**src/hdl/wsfd_pkg.sv**
```systemverilog
// ----------------------------------------------------------------------------
// WebSocket deframer package
// Shared types and constants for the frame parser, queue and output stage.
// ----------------------------------------------------------------------------
package wsfd_pkg;

	localparam int WSFD_QDEPTH = 4;

	localparam logic [6:0]  LEN_EXT16     = 7'd126;
	localparam logic [6:0]  LEN_EXT64     = 7'd127;
	localparam logic [3:0]  OP_CONT       = 4'd0;
	localparam logic [3:0]  OP_CLOSE      = 4'd8;
	localparam logic [15:0] CLOSE_DEFAULT = 16'd1000;

	typedef enum logic [2:0] {
		PH_HDR0  = 3'd0,
		PH_HDR1  = 3'd1,
		PH_EXT16 = 3'd2,
		PH_EXT64 = 3'd3,
		PH_KEY   = 3'd4,
		PH_DATA  = 3'd5
	} phase_t;

	typedef struct packed {
		logic [7:0]  raw;
		logic [7:0]  key;
		logic        has_data;
		logic        last;
		logic [3:0]  opcode;
		logic        fin;
		logic [3:0]  msg_opcode;
		logic [63:0] length;
		logic        first;
		logic        second;
	} entry_t;

endpackage

```
**src/hdl/websocket_frame_deframer_top.sv**
```systemverilog
// Input takes one byte per cycle unless the queue is full; header, extension and key
// bytes give no result. Results pass the entry queue, then the output register.
// The parser advances once per byte; output unmasks one byte per cycle unless stalled.
// A four-entry queue lets input continue while the output side is stalled.
// Reset: arst_n clears all parser, queue and output control state asynchronously.
// ----------------------------------------------------------------------------
// WebSocket frame deframer
// Byte stream in, one result per payload byte or per empty frame out.
// ----------------------------------------------------------------------------
module websocket_frame_deframer_top import wsfd_pkg::*; #(
	parameter int QDEPTH = WSFD_QDEPTH
) (
	input  logic         clk,
	input  logic         arst_n,
	input  logic         s_axis_tvalid,
	output logic         s_axis_tready,
	input  logic [7:0]   s_axis_tdata,   // rx_byte[7:0]
	output logic         m_axis_tvalid,
	input  logic         m_axis_tready,
	// payload_byte[7:0], frame_opcode[11:8], final_fragment[12],
	// message_opcode[16:13], frame_length[80:17], close_code[96:81], zero pad
	output logic [103:0] m_axis_tdata,
	output logic         m_axis_tuser,   // has_data
	output logic         m_axis_tlast    // end_of_frame
);

	logic   push, pop, q_empty, q_full;
	entry_t push_entry, pop_entry;

	assign s_axis_tready = !q_full;

	wsfd_front u_front (
		.clk        (clk),
		.arst_n     (arst_n),
		.in_valid   (s_axis_tvalid),
		.in_ready   (s_axis_tready),
		.in_byte    (s_axis_tdata),
		.push       (push),
		.push_entry (push_entry)
	);

	wsfd_queue #(.QDEPTH(QDEPTH)) u_queue (
		.clk        (clk),
		.arst_n     (arst_n),
		.push       (push),
		.push_entry (push_entry),
		.pop        (pop),
		.pop_entry  (pop_entry),
		.empty      (q_empty),
		.full       (q_full)
	);

	wsfd_back u_back (
		.clk       (clk),
		.arst_n    (arst_n),
		.q_empty   (q_empty),
		.q_entry   (pop_entry),
		.pop       (pop),
		.out_valid (m_axis_tvalid),
		.out_ready (m_axis_tready),
		.out_data  (m_axis_tdata),
		.out_user  (m_axis_tuser),
		.out_last  (m_axis_tlast)
	);

endmodule

```
**src/hdl/wsfd_front.sv**
```systemverilog
// ----------------------------------------------------------------------------
// WebSocket deframer header parser
// Walks the frame header byte by byte and queues one entry per payload byte
// or per empty frame.
// ----------------------------------------------------------------------------
module wsfd_front import wsfd_pkg::*; (
	input  logic       clk,
	input  logic       arst_n,
	input  logic       in_valid,
	input  logic       in_ready,
	input  logic [7:0] in_byte,
	output logic       push,
	output entry_t     push_entry
);

	phase_t      phase_q, phase_nx;
	logic        fin_q;
	logic [3:0]  opcode_q;
	logic        masked_q;
	logic [63:0] length_q, length_nx;
	logic [2:0]  hcnt_q;
	logic [31:0] key_q;
	logic [63:0] remain_q;
	logic [1:0]  kidx_q;
	logic [1:0]  pcnt_q;
	logic [3:0]  frag_op_q;
	logic        acc;
	logic        start_data;
	logic        empty_ev;
	logic [7:0]  key_byte;
	logic        last_byte;

	assign acc = in_valid && in_ready;

	always_comb begin
		case (kidx_q)
			2'd0:    key_byte = key_q[31:24];
			2'd1:    key_byte = key_q[23:16];
			2'd2:    key_byte = key_q[15:8];
			default: key_byte = key_q[7:0];
		endcase
	end

	assign last_byte = (remain_q == 64'd1);

	always_comb begin
		phase_nx   = phase_q;
		length_nx  = length_q;
		start_data = 1'b0;
		empty_ev   = 1'b0;
		unique case (phase_q)
			PH_HDR1: begin
				length_nx = 64'd0;
				if (in_byte[6:0] == LEN_EXT16) begin
					phase_nx = PH_EXT16;
				end else if (in_byte[6:0] == LEN_EXT64) begin
					phase_nx = PH_EXT64;
				end else begin
					length_nx = {57'd0, in_byte[6:0]};
					if (in_byte[7]) begin
						phase_nx = PH_KEY;
					end else begin
						start_data = 1'b1;
					end
				end
			end
			PH_EXT16, PH_EXT64: begin
				length_nx = {length_q[55:0], in_byte};
				if ((phase_q == PH_EXT16 && hcnt_q >= 3'd1) ||
				    (phase_q == PH_EXT64 && hcnt_q == 3'd7)) begin
					if (masked_q) begin
						phase_nx = PH_KEY;
					end else begin
						start_data = 1'b1;
					end
				end
			end
			PH_KEY: begin
				if (hcnt_q >= 3'd3) begin
					start_data = 1'b1;
				end
			end
			PH_DATA: begin
				if (last_byte) begin
					phase_nx = PH_HDR0;
				end
			end
			default: begin
				phase_nx = PH_HDR1;
			end
		endcase
		if (start_data) begin
			if (length_nx == 64'd0) begin
				phase_nx = PH_HDR0;
				empty_ev = 1'b1;
			end else begin
				phase_nx = PH_DATA;
			end
		end
	end

	assign push = acc && ((phase_q == PH_DATA) || empty_ev);

	always_comb begin
		push_entry            = '0;
		push_entry.opcode     = opcode_q;
		push_entry.fin        = fin_q;
		push_entry.msg_opcode = (opcode_q == OP_CONT) ? frag_op_q : opcode_q;
		push_entry.length     = length_nx;
		if (phase_q == PH_DATA) begin
			push_entry.raw      = in_byte;
			push_entry.key      = key_byte;
			push_entry.has_data = 1'b1;
			push_entry.last     = last_byte;
			push_entry.first    = (pcnt_q == 2'd0);
			push_entry.second   = (pcnt_q == 2'd1);
		end else begin
			push_entry.last     = 1'b1;
		end
	end

	always_ff @(posedge clk or negedge arst_n) begin
		if (!arst_n) begin
			phase_q   <= PH_HDR0;
			fin_q     <= 1'b0;
			opcode_q  <= '0;
			masked_q  <= 1'b0;
			length_q  <= '0;
			hcnt_q    <= '0;
			key_q     <= '0;
			remain_q  <= '0;
			kidx_q    <= '0;
			pcnt_q    <= '0;
			frag_op_q <= '0;
		end else if (acc) begin
			phase_q  <= phase_nx;
			length_q <= length_nx;
			unique case (phase_q)
				PH_HDR1: begin
					masked_q <= in_byte[7];
					key_q    <= '0;
					hcnt_q   <= '0;
				end
				PH_EXT16, PH_EXT64: begin
					if (phase_nx != phase_q) begin
						hcnt_q <= '0;
					end else begin
						hcnt_q <= hcnt_q + 3'd1;
					end
				end
				PH_KEY: begin
					key_q  <= {key_q[23:0], in_byte};
					hcnt_q <= hcnt_q + 3'd1;
				end
				PH_DATA: begin
					remain_q <= remain_q - 64'd1;
					kidx_q   <= kidx_q + 2'd1;
					if (pcnt_q != 2'd2) begin
						pcnt_q <= pcnt_q + 2'd1;
					end
				end
				default: begin
					fin_q    <= in_byte[7];
					opcode_q <= in_byte[3:0];
					if (!in_byte[7] && in_byte[3:0] != OP_CONT && !in_byte[3]) begin
						frag_op_q <= in_byte[3:0];
					end
				end
			endcase
			if (start_data) begin
				remain_q <= length_nx;
				kidx_q   <= '0;
				pcnt_q   <= '0;
			end
		end
	end

endmodule

```
**src/hdl/wsfd_queue.sv**
```systemverilog
// ----------------------------------------------------------------------------
// WebSocket deframer entry queue
// Small first-in first-out buffer between the parser and the output stage.
// ----------------------------------------------------------------------------
module wsfd_queue import wsfd_pkg::*; #(
	parameter int QDEPTH = WSFD_QDEPTH
) (
	input  logic   clk,
	input  logic   arst_n,
	input  logic   push,
	input  entry_t push_entry,
	input  logic   pop,
	output entry_t pop_entry,
	output logic   empty,
	output logic   full
);

	localparam int AW = (QDEPTH > 1) ? $clog2(QDEPTH) : 1;
	localparam int CW = $clog2(QDEPTH + 1);

	entry_t          mem_q [QDEPTH];
	logic [AW-1:0]   wptr_q, rptr_q;
	logic [CW-1:0]   count_q;

	assign empty     = (count_q == '0);
	assign full      = (count_q == CW'(QDEPTH));
	assign pop_entry = mem_q[rptr_q];

	always_ff @(posedge clk) begin
		if (push) begin
			mem_q[wptr_q] <= push_entry;
		end
	end

	always_ff @(posedge clk or negedge arst_n) begin
		if (!arst_n) begin
			wptr_q  <= '0;
			rptr_q  <= '0;
			count_q <= '0;
		end else begin
			if (push) begin
				wptr_q <= (wptr_q == AW'(QDEPTH - 1)) ? '0 : wptr_q + AW'(1);
			end
			if (pop) begin
				rptr_q <= (rptr_q == AW'(QDEPTH - 1)) ? '0 : rptr_q + AW'(1);
			end
			if (push && !pop) begin
				count_q <= count_q + CW'(1);
			end else if (pop && !push) begin
				count_q <= count_q - CW'(1);
			end
		end
	end

endmodule

```
**src/hdl/wsfd_back.sv**
```systemverilog
// ----------------------------------------------------------------------------
// WebSocket deframer output stage
// Unmasks payload bytes, tracks the close status and holds the output
// register of the result stream.
// ----------------------------------------------------------------------------
module wsfd_back import wsfd_pkg::*; (
	input  logic         clk,
	input  logic         arst_n,
	input  logic         q_empty,
	input  entry_t       q_entry,
	output logic         pop,
	output logic         out_valid,
	input  logic         out_ready,
	output logic [103:0] out_data,
	output logic         out_user,
	output logic         out_last
);

	logic         valid_q;
	logic [103:0] data_q;
	logic         user_q;
	logic         last_q;
	logic [7:0]   hi_q, lo_q;
	logic [7:0]   d;
	logic [7:0]   d_out;
	logic [15:0]  cc;

	assign pop = !q_empty && (!valid_q || out_ready);
	assign d   = q_entry.raw ^ q_entry.key;
	assign d_out = q_entry.has_data ? d : 8'd0;

	always_comb begin
		cc = 16'd0;
		if (q_entry.last && q_entry.opcode == OP_CLOSE) begin
			if (q_entry.length[63:1] == 63'd0) begin
				cc = CLOSE_DEFAULT;
			end else if (q_entry.second) begin
				cc = {hi_q, d};
			end else begin
				cc = {hi_q, lo_q};
			end
		end
	end

	always_ff @(posedge clk) begin
		if (pop) begin
			data_q <= {7'd0, cc, q_entry.length, q_entry.msg_opcode, q_entry.fin,
			           q_entry.opcode, d_out};
			user_q <= q_entry.has_data;
			last_q <= q_entry.last;
			if (q_entry.has_data && q_entry.first) begin
				hi_q <= d;
			end
			if (q_entry.has_data && q_entry.second) begin
				lo_q <= d;
			end
		end
	end

	always_ff @(posedge clk or negedge arst_n) begin
		if (!arst_n) begin
			valid_q <= 1'b0;
		end else if (pop) begin
			valid_q <= 1'b1;
		end else if (out_ready) begin
			valid_q <= 1'b0;
		end
	end

	assign out_valid = valid_q;
	assign out_data  = data_q;
	assign out_user  = user_q;
	assign out_last  = last_q;

endmodule
```
**config.mk**
```make
export PLATFORM = sky130hd
export DESIGN_NAME = websocket_frame_deframer_top
export DESIGN_NICKNAME = d
export VERILOG_FILES = /design/src/hdl/wsfd_pkg.sv /design/src/hdl/websocket_frame_deframer_top.sv /design/src/hdl/wsfd_front.sv /design/src/hdl/wsfd_queue.sv /design/src/hdl/wsfd_back.sv
export SDC_FILE = /design/constraint.sdc
export NUM_CORES = 1
export LEC_CHECK = 0
export BUFFER_PORTS_ARGS = -buffer_cell sky130_fd_sc_hd__buf_2
export CAP_MARGIN = 0
export CORE_MARGIN = 4
export CORE_UTILIZATION = 50
export CTS_BUF_LIST = sky130_fd_sc_hd__clkbuf_16
export CTS_CLUSTER_DIAMETER = 200
export DETAILED_ROUTE_END_ITERATION = 7
export PLACE_DENSITY = 0.72
export SLEW_MARGIN = 5
export SYNTH_ARGS = -nofsm -noshare
export SYNTH_HDL_FRONTEND = slang
export SYNTH_SLANG_ARGS = --single-unit
```
**constraint.sdc**
```tcl
create_clock -name clk -period 7.1 [get_ports clk]
set_input_delay 1.42 -clock clk [delete_from_list [all_inputs] [get_ports clk]]
set_output_delay 1.42 -clock clk [all_outputs]
set_load 0.01 [all_outputs]
```
# Yosys cells after proc, flatten, opt, wreduce, memory -nomap -nowiden
# Memories as Yosys holds them, arrays and structs flattened.
# Cells that the tools add are included.
[totals]
reg_bits = 303
romBits = 0
output_inout_bits = 108
in_bits = 12
elab_cells = 148
ram_bits = 372
mem_count = 1
latch_bits = 0
[mem_list]
columns = ["memory", "words", "word_bits", "rd", "rd_clocked_by_memory_dff", "write_ports", "line", "rtl"]
rows = [
  ["u_queue.mem_q", 4, 93, 1, 0, 1, "wsfd_queue.sv:21", "entry_t mem_q [QDEPTH];"],
]
[classes]
multipliers = 0
eq_ne = 18
muxes = 46
n_div = 0
bitwise_logic = 3
order_cmp = 2
addsub = 8
reduce_logical = 47
n_shift = 0
[op_table]
columns = ["cell", "count"]
rows = [
  ["64-bit two-way mux", 3],
  ["64-bit case mux with 2 select lines", 1],
  ["64-bit by 1-bit == test with 1-bit output (second input constant)", 1],
  ["64-bit zero test", 1],
  ["32-bit case mux with 2 select lines", 1],
  ["64-bit by 1-bit subtractor with 64-bit output (second input constant)", 1],
  ["63-bit zero test", 1],
  ["3-bit two-way mux", 11],
  ["8-bit case mux with 3 select lines", 1],
  ["17-bit two-way mux", 1],
  ["2-bit two-way mux", 8],
  ["7-bit == test (second input constant)", 2],
  ["2-bit AND reduction", 7],
  ["1-bit two-way mux", 13],
  ["3-bit == test (second input constant)", 4],
  ["1-bit logical AND", 12],
  ["3-bit case mux with 4 select lines", 1],
  ["10-bit two-way mux", 1],
  ["2-bit nonzero test", 5],
  ["3-bit case mux with 3 select lines", 1],
  ["2-bit by 1-bit adder with 2-bit output (second input constant)", 4],
  ["8-bit two-way mux", 1],
  ["8-bit XOR", 1],
  ["1-bit zero test", 7],
  ["other kinds (24)", 35],
]

# Logic depth before layout (Yosys ltp)
[depth]
ltp_word = 13
depth_mapped = 16

# Modules after synthesis
# Synthesis repeated with hierarchy kept, for this count alone.
[hier_totals]
cells_unflattened = 2015
hier_area_um2 = 28345.9
[by_module_without_submodules]
columns = ["module", "area_per_inst_um2", "cells_each", "seq_area_each_um2", "instances"]
rows = [
  ["wsfd_queue", 13879.6, 523, 11345.9, 1],
  ["wsfd_front", 10393.7, 1292, 4504.3, 1],
  ["wsfd_back", 4068.9, 199, 3478.3, 1],
  ["websocket_frame_deframer_top", 3.8, 1, 0.0, 1],
]

# Least setup slack after synthesis
# OpenSTA, ideal clock, no wires.
[synth_path]
kind = "input port to flip-flop"
from = "input port s_axis_tdata[2]"
to = "memory u_queue.mem_q[0][0] (netlist name), enable pin"
slack_ns = -1.081
n_path_buf = 1
path_stages = 7
t_arrival_ns = 7.605
cell_sequence = "clkbuf_1 -> or4_1 -> o211a_1 -> or3_1 -> nor4_1 -> nand3_1 -> a21oi_1"
[synth_via]
elab_chain_len = 11
word_cells_on_any_way = 15
classes_between = "eq/ne: 2; mux: 10; reduce/logical: 3"
[synth_lines]
columns = ["element", "line", "rtl"]
rows = [
  ["start: declaration", "websocket_frame_deframer_top.sv:17", "input logic [7:0] s_axis_tdata,"],
  ["7-bit == test", "wsfd_front.sv:56", "end else if (in_byte[6:0] == LEN_EXT64) begin"],
  ["7-bit two-way mux", "wsfd_front.sv:56", ""],
  ["64-bit two-way mux", "wsfd_front.sv:54", "if (in_byte[6:0] == LEN_EXT16) begin"],
  ["64-bit case mux with 2 select lines", "wsfd_front.sv:51", "unique case (phase_q)"],
  ["64-bit zero test", "wsfd_front.sv:93", "if (length_nx == 64'd0) begin"],
  ["1-bit two-way mux", "wsfd_front.sv:93", ""],
  ["1-bit two-way mux *", "wsfd_front.sv:92", "if (start_data) begin"],
  ["1-bit logical OR *", "wsfd_front.sv:102", "assign push = acc && ((phase_q == PH_DATA) || empty_ev);"],
  ["1-bit logical AND *", "wsfd_front.sv:102", ""],
  ["1-bit two-way mux *", "wsfd_queue.sv:30", "if (push) begin"],
  ["1-bit two-way mux (not written as such) *", "wsfd_queue.sv:31", "mem_q[wptr_q] <= push_entry;"],
  ["end: declaration", "wsfd_queue.sv:21", ""],
]
# Mark *: on every way between the ends. The rest lies on a longest branch, timed or not.

==> results.yml <==
run_status:
  status: "completed"
synth:
  synthArstFlopShare: 0.279
  synth_most_common_cell: "edfxtp_1"
  yosysWarnings: 0
  postSynthCellCount: 1927
  synth_cell_types: 68
  ys.flop_type: "edfxtp_1"
  synthesis.area_um2: 27900
  synth_top_area_frac: 0.524
  synthTopCellsByArea: "edfxtp_1 (52%), dfrtp_1 (17%), mux4_2 (6.8%)"
  ys_seq_elements: 675
  synth_enable_flop_cells: 487
  ys_seq_area_frac: 0.692
  avgSynthCellArea_um2: 14.5
  yosys-top-cells-count: "edfxtp_1 (487), nand2_1 (190), dfrtp_1 (188)"
  yosysTopAreaCell: "edfxtp_1"
floorplanning:
  pin_count: 120
  rows: 86
  die_height_um: 244
  start_util: 0.506
  dieArea_um2: 59700
  die_w_um: 244
  core_um2: 55200
clock_tree:
  cts.sinks: 675
  cts.clk_slew.worst_paths_ns: 0.06
  cts.path.max_buffers: 3
  ctsResizeCount: 0
  cts_tree: "built"
  clk_latency_ns: 0.64
  cts.htree.levels: 2
  clockRootBuffer: "clkbuf_16"
  hold_buffers: 0
  cts_setup_buffers: 0
  numCtsBuffers: 60
placed_design:
  hpwl_mm: 42.5
  post-place-cells: 2703
  gp_congestion: 0.883
  pre_cts_slack_ns: 1.65
  port_buffers: 112
timing:
  clock.fmax_mhz: 206
  finClkSkew_ns: 0.0279
  fin_crit_ns: 4.86
  slew_violations: 0
  whs_ns: 0.490
  fin_ws_ns: 2.24
  period_share: 0.685
  hold_viol: 0
  worst_pin_slew_ns: 1.25
  setup_viol: 0
  slew_headroom: 0.165
  rsz0062_at_grt: "no"
global_routing:
  grt_pass1_vias: 16800
  grt_usage: 0.218
  grt_pass1_wl_mm: 101
  grt_overflow: 0
  grt_antenna_before_repair: 1
  grt_max_degree: 113
cells_and_area:
  final_cells: 2816
  diodes: 0
  area_delta_synth_final_pct: 12.2
  drive_gt1_frac: 0.175
  final_util: 0.568
  final_net_count: 2049
worst_hold_path:
  worst_hold_path_type: "flip-flop to flip-flop"
  worstHoldPathCells: 1
power:
  seq_power_share: 0.461
  p_int_mw: 8.29
  vdd_ir_drop_max_mv: 0.232
  switching_share: 0.336
  switching_power_mw: 4.20
  pwr_density_cell_nw_per_um2: 399
  p_clk_frac: 0.264
  power_frac_comb: 0.274
  p_leak_nw: 11.6
worst_setup_path:
  start_kind: "input pin"
  arrival_ns: 5.15
  path_max_fanout: 28
  cp.required_ns: 7.39
  cp-end-kind: "flip-flop"
  crit_type: "input pin to flip-flop"
  worst-r2r-cell-count: 8
route:
  detail_route.first_pass.iterations: 6
  drt_wl_total_mm: 65.6
  drt_iter0_drc: 2155
  ant_nets: 0
  via_count: 17300
  viasPerCell: 6.14
  wl_per_cell_um: 23.3
  drc: 0
run:
  cap_violations: 0
worst paths after layout:
path,start,end,slack [ns]
max,s_axis_tdata[2],u_queue.mem_q[1][61],2.24
min,u_queue.count_q[2],u_queue.count_q[2],0.49
max reg2reg,u_front.phase_q[2],u_queue.mem_q[1][61],2.52
min reg2reg,u_queue.count_q[2],u_queue.count_q[2],0.49
max in group asynchronous,arst_n,u_front.key_q[13],4.90
min in group asynchronous,arst_n,u_front.remain_q[11],0.76
power by group through the flow:
stage	Sequential (mW)	Combinational (mW)	Clock [mW]
after global placement	5.78	3.32	0
after detailed placement	5.82	3.39	0
after global routing	5.85	3.72	3.52
final	5.76	3.42	3.30
after CTS	5.75	3.42	3.35
after floorplan	5.70	2.35	0
final cells by class:
cell class,count,area [µm²]
well taps,748,936
flip-flops and latches,675,19300
inverters,63,236
fillers,4205,23900
clock inverters,50,439
repair buffers,141,825
clock buffers,63,1580
multi-input cells,1076,7980
critical path, stage by stage:
cell     delay [ns]
buf_2          0.29
nand4_1        0.27
nor2_1         0.27
o21ai_0        0.43
nor4_1         0.53
nand3_1        0.49
a21oi_4        0.99
buf_4          0.44
kinds of logic (layout without fill, tap and decap cells):
family	count (synthesis)	in the layout	share of synthesized area
AND/OR/NAND/NOR	498	498	0.0858
multiplexers	104	104	0.0755
buffers and inverters	182	317	0.0265
XOR/XNOR	35	35	0.0110
adder cells (fa/ha/maj)	20	20	0.00923
AO/OA/AOI/OAI	412	412	0.0994
other	1	7	0.000134
flip-flops	675	675	0.692
registers in the layout, indices dropped and copies added (netlist names), 3 cells and up:
signal	flops
u_front.key_q	32
u_front.opcode_q	4
u_back.out_data	97
u_back.hi_q	8
u_front.remain_q	64
u_front.hcnt_q	3
u_front.phase_q	3
u_back.lo_q	8
u_front.length_q	64
u_front.frag_op_q	4
u_queue.count_q	3
u_queue.mem_q	372
metal layers:
| metal | routed length (µm) | share of wire | GRT usage |
|---|---|---|---|
| met1 | 27700 | 0.42 | 0.317 |
| met2 | 30600 | 0.47 | 0.338 |
| met4 | 1840 | 0.028 | 0.0630 |
| met5 | 0 | 0 | 0 |
| met3 | 5470 | 0.083 | 0.0436 |
layout by cell type (no fill, tap or decap), types with 34 or more instances in the layout:
cell type and instances:
nand3_1 34, nor4_1 50, nor3_1 41, buf_2 111
edfxtp_1 487, a22o_1 75, nand2_1 189, inv_1 70
clkbuf_16 63, o21ai_0 114, a21oi_1 74, nor2_1 81
dfrtp_1 186, a22oi_1 39, mux4_2 84
through the flow:
step | instance area [µm²] | setup TNS [ns] | total power [mW]
after floorplan | 27900 | -402.12 | 8.06
after global placement | 29300 | 0 | 9.10
after detailed placement | 29300 | 0 | 9.21
after CTS | 31300 | 0 | 12.5
after global routing | 31300 | 0 | 13.1
final | 31300 | 0 | 12.5
(Power assumes the default switching activity.)
